[src/sv/sorted_key_priority_queue_macros.svh]
// ----------------------------------------------------------------------------
// sorted key priority queue assertion macros
// concurrent checks, compiled out for synthesis
// ----------------------------------------------------------------------------
`ifndef SORTED_KEY_PRIORITY_QUEUE_MACROS_SVH
`define SORTED_KEY_PRIORITY_QUEUE_MACROS_SVH

`ifndef SYNTHESIS
// same-cycle implication
`define SKPQ_ASSERT_IMP(label, clk, rst, ante, cons) \
   label: assert property (@(posedge clk) disable iff (rst) (ante) |-> (cons)) \
      else $error("skpq check failed");
// next-cycle implication
`define SKPQ_ASSERT_NXT(label, clk, rst, ante, cons) \
   label: assert property (@(posedge clk) disable iff (rst) (ante) |=> (cons)) \
      else $error("skpq check failed");
`else
`define SKPQ_ASSERT_IMP(label, clk, rst, ante, cons)
`define SKPQ_ASSERT_NXT(label, clk, rst, ante, cons)
`endif

`endif

[src/sv/skpq_pkg.sv]
// ----------------------------------------------------------------------------
// skpq_pkg
// shared types and constants of the sorted key priority queue
// ----------------------------------------------------------------------------
package skpq_pkg;

   localparam int DEPTH      = 16;
   localparam int ID_BITS    = 8;
   localparam int KEY_BITS   = 64;
   localparam int COUNT_BITS = $clog2(DEPTH + 1);

   typedef enum logic [1:0] {
      CMD_INSERT = 2'd0,
      CMD_DELETE = 2'd1,
      CMD_POP    = 2'd2
   } cmd_type;

   typedef enum logic [1:0] {
      ST_OK        = 2'd0,
      ST_FULL      = 2'd1,
      ST_NOT_FOUND = 2'd2,
      ST_EMPTY     = 2'd3
   } status_type;

   // one slot of the chain
   typedef struct packed {
      logic                used;
      logic [KEY_BITS-1:0] key;
      logic [ID_BITS-1:0]  id;
   } entry_type;

   // broadcast from the control to every cell
   typedef struct packed {
      logic                do_insert;
      logic                do_remove;
      logic                match_en;
      logic [KEY_BITS-1:0] key;
      logic [ID_BITS-1:0]  id;
   } op_type;

   localparam entry_type ENTRY_EMPTY = '{used: 1'b0, key: '0, id: '0};

endpackage

[src/sv/skpq_cell.sv]
// ----------------------------------------------------------------------------
// skpq_cell
// one slot of the sorted chain: compare, shift right on insert, left on remove
// ----------------------------------------------------------------------------
module skpq_cell
   import skpq_pkg::*;
(
   input  logic      clock,
   input  logic      reset,
   input  op_type    op,
   input  entry_type left_entry,
   input  logic      left_take,
   input  logic      left_found,
   input  entry_type right_entry,
   output entry_type cur_entry,
   output logic      take,
   output logic      found
);

   logic                used_ff, used_in;
   logic [KEY_BITS-1:0] key_ff, key_in;
   logic [ID_BITS-1:0]  id_ff, id_in;

   // new key belongs here or further left
   assign take  = !used_ff || (key_ff > op.key);
   // first matching id at or left of this cell
   assign found = left_found || (op.match_en && used_ff && (id_ff == op.id));

   always_comb begin
      used_in = used_ff;
      key_in  = key_ff;
      id_in   = id_ff;
      if (op.do_insert && take && !left_take) begin
         used_in = 1'b1;
         key_in  = op.key;
         id_in   = op.id;
      end else if (op.do_insert && take) begin
         used_in = left_entry.used;
         key_in  = left_entry.key;
         id_in   = left_entry.id;
      end else if (op.do_remove && found) begin
         used_in = right_entry.used;
         key_in  = right_entry.key;
         id_in   = right_entry.id;
      end
   end

   always_ff @(posedge clock) begin
      if (reset) begin
         used_ff <= 1'b0;
      end else begin
         used_ff <= used_in;
      end
   end

   always_ff @(posedge clock) begin
      key_ff <= key_in;
      id_ff  <= id_in;
   end

   assign cur_entry = '{used: used_ff, key: key_ff, id: id_ff};

endmodule

[config.mk]
export PLATFORM = sky130hd
export DESIGN_NAME = skpq_cell
export DESIGN_NICKNAME = d
export VERILOG_FILES = /design/src/sv/sorted_key_priority_queue_macros.svh /design/src/sv/skpq_pkg.sv /design/src/sv/skpq_cell.sv
export SDC_FILE = /design/constraint.sdc
export NUM_CORES = 1
export LEC_CHECK = 0
export BUFFER_PORTS_ARGS = -buffer_cell sky130_fd_sc_hd__buf_4
export CAP_MARGIN = 5
export CORE_MARGIN = 3
export CORE_UTILIZATION = 48
export CTS_BUF_LIST = sky130_fd_sc_hd__clkbuf_4
export DETAILED_ROUTE_END_ITERATION = 7
export GPL_TIMING_DRIVEN = 0
export PLACE_DENSITY = 0.87
export SYNTH_ARGS = -nofsm -noshare
export SYNTH_HDL_FRONTEND = slang
export SYNTH_SLANG_ARGS = --single-unit
[constraint.sdc]
create_clock -name clock -period 6.82 [get_ports clock]
set_clock_uncertainty 0.1 [all_clocks]
set_input_delay 2.046 -clock clock [delete_from_list [all_inputs] [get_ports clock]]
set_output_delay 2.046 -clock clock [all_outputs]
set_load 0.01 [all_outputs]
==> reports/metrics.csv, run 1 <==
metric,value,unit
TritonCTS buffer count,9,
I/O pin count,300,
Hold Crit Class,reg2reg,
largest net degree at the start of global routing,65,
Syn Nets,850,
worst path required time,4.67,ns
Vias,5401,
top cell type's share of synthesized area,0.369,
worst path arrival time,4.33,ns
Mean Syn Cell Area,10.4,um2
count of final setup violators,0,
ANT nets after route,0,
global-route wire length before repair,27.2,mm
Tightest Pin Transition,0.802,ns
crit path kind,in2out,
simple-gate share of the synthesized area,0.100,
WL final,18.5,mm
register bit count reported by yosys,73,
setup repair bufs after CTS,0,
status,finished clean,
adder-cell share of the synthesized area,0.137,
Core ar.,0.0117,mm2
initial core utilization,0.502,
drt pass-1 iters,4,
# port buffers,298,
Tot GR Track Use,0.261,
PnR Total Power,1.39,mW
FF+latch area,0.00218,mm2
"area leader, netlist",edfxtp_1,
antenna diode count,0,
Final min period,6.47,ns
CTS Sinks,73,
initial antenna violation count,0,
worst reg2reg setup slack,3.12,ns
Post-CTS Resized,0,
"EDFF count, synth",72,
drt via density,5.31,
CTS root buf,clkbuf_4,
Residual DRC,0,
TritonCTS clock tree,done,
Rows,39,
XOR/XNOR share of the synthesized area,0.0120,
area of the multi-input gates,0.00323,mm2
nets,1160,
total congestion overflow,0,
TNS Setup,0,ns
placed standard-cell area,0.00831,mm2
DIE AREA,0.0136,mm2
fmax,154,MHz
"Reg clk slew, reported paths",0.11,ns
mux cell area share after synthesis,0.193,
design area,0.00841,mm2
mean routed wirelength per cell,18.2,um
Area Overhead vs Synth,43.5,%
max-slew violations,0,
pwr dens,165,mW/mm2
post-synthesis compound-gate area fraction,0.109,
leakage power,4.20,nW
"critical path fanouts, max",3,
slew margin rel.,0.465,
HPWL after DPL,15.0,mm
sequential share of the synthesized area,0.373,
dpl ws,0.336,ns
CP Capture Type,primary output,
RSZ-0062 raised after global routing,false,
Clock Path Buffers,2,
final core utilization,0.721,
max-cap violations,0,
Layout fillers,849,
final worst setup slack,0.346,ns
clk_lat worst skew,0.42,ns
GP Congestion,0.853,
fraction of registers with async set/reset,0,
CP Launch Type,input port,
Die H,116,um
warnings from Yosys,0,
vias in the first global route,5577,
share of post-route cells with drive strength above 1,0.463,
hold buffer count at CTS,0,
Iter 0 DRT Violations,320,
"top cells by area, synth","edfxtp_1 (37%), mux2_4 (15%), ha_1 (14%)",
CTS H-tree lvls,3,
synth unique cells,41,
Post-Syn Instances,561,
Die X,116,um
Fin. Hold Viols,0,
Peak VDD IR,0.113,mV
fin crit share,0.949,
"Top FF cell, synth",edfxtp_1,
Mapped Area,0.00586,mm2
largest family of logic cells by synthesized area,multiplexers,
## kinds of logic after synthesis
group	after synthesis
AO/OA/AOI/OAI	116
multiplexers	81
adder cells (fa/ha/maj)	64
buffers and inverters	90
flip-flops	73
AND/OR/NAND/NOR	129
XOR/XNOR	8
## through the flow
step           hold WS (ns)  cells
3_3_place_gp          0.475   1002
4_1_cts               0.495   1018
3_5_place_dp          0.478   1003
2_1_floorplan         0.421    561
6_report              0.497   1018
5_1_grt               0.523   1018
## power breakdown
group | switching (mW) | internal, mW
Sequential | 0.0350 | 0.567
Combinational | 0.246 | 0.313
Clock | 0.154 | 0.0736
## sequential cells by signal (all words and copies together) (netlist names)
signal   count
id_ff        8
key_ff      64
used_ff      1
## worst max-delay path, stage by stage
cell and delay, ns:
buf_4 0.08, inv_1 0.05, ha_1 0.31, nand4_1 0.16
or4_1 0.58, a21o_1 0.17, a311oi_1 0.34, nor4_1 0.11
and2_1 0.18, o21ai_0 0.15, buf_4 0.16
## routing by layer
layer / GRT usage / vias up / wire [um]
met3: 0.0674 / 33 / 1700
met1: 0.286 / 2496 / 6750
met5: 0 / - / 0
met4: 0.0982 / 0 / 464
met2: 0.480 / 232 / 9620
li1: - / 2640 / -
## layout by cell type (no fill, tap or decap), types with 6 or more instances in the layout
cell	netlist	routed
mux2_4	58	58
buf_4	1	299
mux2_2	22	22
nand3_1	6	6
o21ai_0	72	72
clkbuf_1	13	13
edfxtp_1	72	72
clkbuf_4	0	10
inv_1	66	66
a21oi_1	26	26
nand4_1	15	15
nand2_1	81	80
buf_12	6	6
ha_1	64	64
nor2_1	7	7
## cells in the mapped netlist, drive strengths merged (3+ instances only)
cell type / instances
edfxtp: 72
nand3: 6
nor4: 5
nand2: 81
buf: 11
nor2: 7
xor2: 3
a21oi: 26
clkbuf: 13
xnor2: 5
mux2: 81
nor3: 5
inv: 66
ha: 64
o21ai: 73
a21o: 5
nand4: 15
a221oi: 3
## layout make-up
cell class	instances	share of cell area
tap	143	0.0213
clock inverter	5	0.00283
buffer	24	0.0238
timing repair buffer	299	0.269
sequential	73	0.260
inverter	66	0.0295
multi-input combinational	398	0.385
clock buffer	10	0.00893
## final timing paths
kind | cells past startpoint | to | from
worst min-delay path | 2 | used_ff | used_ff
worst max register to register | 11 | key_ff[29] | key_ff[15]
worst min register to register | 2 | used_ff | used_ff
worst max-delay path | 11 | take | op[23]
No activity file was read; power rests on OpenSTA's default activity.
==> run 2, diff against run 1 <==
--- a/config.mk
+++ b/config.mk
@@ -5,14 +5,15 @@
 export SDC_FILE = /design/constraint.sdc
 export NUM_CORES = 1
 export LEC_CHECK = 0
+export ABC_AREA = 1
 export BUFFER_PORTS_ARGS = -buffer_cell sky130_fd_sc_hd__buf_4
 export CAP_MARGIN = 5
-export CORE_MARGIN = 3
-export CORE_UTILIZATION = 48
+export CORE_AREA = 3 3 116 118
 export CTS_BUF_LIST = sky130_fd_sc_hd__clkbuf_4
 export DETAILED_ROUTE_END_ITERATION = 7
+export DIE_AREA = 0 0 119 121
 export GPL_TIMING_DRIVEN = 0
-export PLACE_DENSITY = 0.87
+export PLACE_DENSITY = 0.81
 export SYNTH_ARGS = -nofsm -noshare
 export SYNTH_HDL_FRONTEND = slang
 export SYNTH_SLANG_ARGS = --single-unit
==> constraint.sdc (replaced) <==
create_clock -name clock -period 7.6 [get_ports clock]
set_clock_uncertainty 0.1 [all_clocks]
set_input_delay 2.28 -clock clock [delete_from_list [all_inputs] [get_ports clock]]
set_output_delay 2.28 -clock clock [all_outputs]
set_load 0.01 [all_outputs]
==> run 2 against run 1 <==
  * Sequential power shrank 9.1%
  * Die area grew 6.2%
  * Worst setup slack gained 1.0 ns
  * Critical endpoint unchanged
  * Combinational power shrank 13%
  * Power shrank 9.5%
  * Routed wire length grew 4.3%
  * Final area shrank 3.3%
  * Count of clock-buffer cells in the layout grew 2
  * Via count grew 12%
  * Final cell count grew 17%
  * Flip-flop and latch count is the same
==> reports/metrics.csv, run 2 <==
metric,value,unit,change
clk_lat worst skew,0.44,ns,+0.02 ns
max-slew violations,0,,unchanged
"most common cell after layout, fill and taps aside",buf_4,,
Vias,6035,,+12%
Rows,41,,+5.1%
most common cell in the netlist,nand2_1,,
TritonCTS clock tree,done,,
"commonest cells after routing, fill and taps aside","buf_4 (314), nand2_1 (211), nand3_1 (154), inv_1 (81), edfxtp_1 (72)",,
initial antenna violation count,1,,+1
HPWL after DPL,15.7,mm,+4.5%
initial core utilization,0.439,,-0.0630
worst path required time,5.22,ns,+0.55 ns
"critical path fanouts, max",3,,unchanged
"area leader, netlist",edfxtp_1,,
Die H,121,um,+3.9%
WL final,19.3,mm,+4.3%
global-route wire length before repair,30.1,mm,+11%
worst path arrival time,3.83,ns,-0.50 ns
drt pass-1 iters,5,,+1
CTS Sinks,73,,unchanged
Core ar.,0.0126,mm2,+7.8%
critical path's top delay family,simple AND/OR/NAND/NOR gates,,
Die X,119,um,+2.2%
worst-path cell chain,"buf_4, inv_1, ha_1, nand2_1, nor4_1, nand2_1, nor2_2, nand4_1, nand2_1, nand2_2, buf_4",,
pwr dens,155,mW/mm2,-6.4%
nets,1300,,+12%
TritonCTS buffer count,9,,unchanged
synth cell count leaders,"nand2_1 (212), nand3_1 (154), inv_1 (81), edfxtp_1 (72), ha_1 (64)",,
Hold Crit Class,reg2reg,,
"EDFF count, synth",72,,unchanged
Area Overhead vs Synth,47.2,%,
setup repair bufs after CTS,0,,unchanged
# port buffers,299,,+0.34%
largest registers,"key_ff x64, id_ff x8, used_ff x1",,
DIE AREA,0.0144,mm2,+6.2%
CTS H-tree lvls,3,,unchanged
sequential share of the synthesized area,0.395,,+0.0227
"slowest stage delay, CP",0.30,ns,-0.28 ns
crit path kind,in2out,,
placed standard-cell area,0.00801,mm2,-3.5%
max-cap violations,0,,unchanged
largest net degree at the start of global routing,48,,-26%
Fin. Hold Viols,0,,unchanged
count of final setup violators,0,,unchanged
CP bufs+invs,3,,unchanged
"top cells by area, synth","edfxtp_1 (39%), ha_1 (15%), nand2_1 (14%)",,
hold buffer count at CTS,0,,unchanged
register bit count reported by yosys,73,,unchanged
synth unique cells,28,,-32%
leakage power,4.26,nW,+1.3%
CP Launch Type,input port,,
TNS Setup,0,ns,unchanged
Crit-path slowest cell,nor4_1,,
CP Capture Type,primary output,,
RSZ-0062 raised after global routing,false,,
Peak VDD IR,0.0883,mV,-22%
largest reg by FF count,key_ff,,
"Top FF cell, synth",edfxtp_1,,
mean routed wirelength per cell,16.3,um,-11%
Clock Path Buffers,2,,unchanged
Residual DRC,0,,unchanged
Final min period,6.21,ns,
fin crit share,0.817,,
Mean Syn Cell Area,7.88,um2,-24%
vias in the first global route,6044,,+8.4%
Post-Syn Instances,700,,+25%
GP Congestion,0.866,,+1.5%
fraction of registers with async set/reset,0,,unchanged
status,finished clean,,
CTS root buf,clkbuf_4,,
Post-CTS Resized,0,,unchanged
slew margin rel.,0.615,,+0.149
max FFs per register,64,,unchanged
I/O pin count,300,,unchanged
"Reg clk slew, reported paths",0.11,ns,about the same
design area,0.00813,mm2,-3.3%
warnings from Yosys,0,,unchanged
Syn Nets,989,,+16%
Tot GR Track Use,0.264,,+0.00322
Layout fillers,1123,,+32%
Mapped Area,0.00552,mm2,-5.7%
share of post-route cells with drive strength above 1,0.344,,-0.119
total congestion overflow,0,,unchanged
Iter 0 DRT Violations,367,,+15%
drt via density,5.08,,-4.3%
top cell type's share of synthesized area,0.392,,+0.0225
Tightest Pin Transition,0.578,ns,-0.224 ns
cell mode on critical path,nand2_1,,
fmax,161,MHz,
ANT nets after route,0,,unchanged
[run 2: changes by cell type after synthesis, sizes merged, moves of 4 or more]
cell and change:
nand3 +148, nand2 +133, mux2 -81, o21ai -66
inv +16, buf +14, nor2 +12, clkbuf -7
nand4 -7, a21o -4, a21oi +4, nor4 -4
[run 2: power by group]
group	leakage (nW)	switching, mW	internal [mW]
Combinational	3.45	0.248	0.241
Clock	0.0709	0.145	0.0765
Sequential	0.732	0.0340	0.513
Total	4.26	0.426	0.831
[run 2: logic make-up after synthesis]
kind of cell | count (synthesis) | synth area share
DFF | 73 | 0.395
AOI/OAI and AO/OA | 42 | 0.0406
adders and majority gates | 64 | 0.145
and+or+nand+nor | 403 | 0.321
xor gates and xnor gates | 5 | 0.00793
buffers and inverters | 113 | 0.0900
[run 2: worst paths after layout]
check / from / slack (ns) / cells after the start / end
max reg2reg: key_ff[54] / 4.36 / 14 / key_ff[30]
max: op[63] / 1.39 / 11 / take
min reg2reg: used_ff / 0.47 / 2 / used_ff
min: used_ff / 0.47 / 2 / used_ff
[run 2: cell type report]
class	instances	area, um2	share of cell area
diodes	1	2.50	0.000308
flip-flops and latches	73	2180	0.269
repair buffers	300	2270	0.280
inverters	82	308	0.0379
clock buffers	12	90.1	0.0111
well taps	172	215	0.0265
multi-input cells	514	2850	0.350
clock inverters	4	20.0	0.00246
plain buffers	31	189	0.0232
[run 2: tightest hold or removal path, delay by kind of cell (launching register included)]
family	cells	cell delay, ns
and+or+nand+nor	1	0.10
DFF	1	0.38
AOI/OAI and AO/OA	1	0.06
[run 2: layer usage]
metal	routed length [um]	track usage	vias up	share of wire
met4	514	0.0912	0	0.027
met5	0	0	-	0
met3	1410	0.0480	43	0.073
li1	-	-	2983	-
met1	7580	0.317	2745	0.39
met2	9830	0.474	264	0.51
[run 2: through the flow]
stage / cells / hold WS (ns) / power, mW / utilization / worst slack [ns]
finish: 1189 / 0.472 / 1.26 / 0.647 / 1.39
global route: 1189 / 0.527 / 1.34 / 0.647 / 1.24
CTS: 1188 / 0.481 / 1.27 / 0.646 / 1.37
detailed placement: 1172 / 0.464 / 1.05 / 0.638 / 1.38
global placement: 1171 / 0.454 / 1.03 / 0.635 / 0.356
floorplan: 700 / 0.392 / 0.790 / - / 1.74
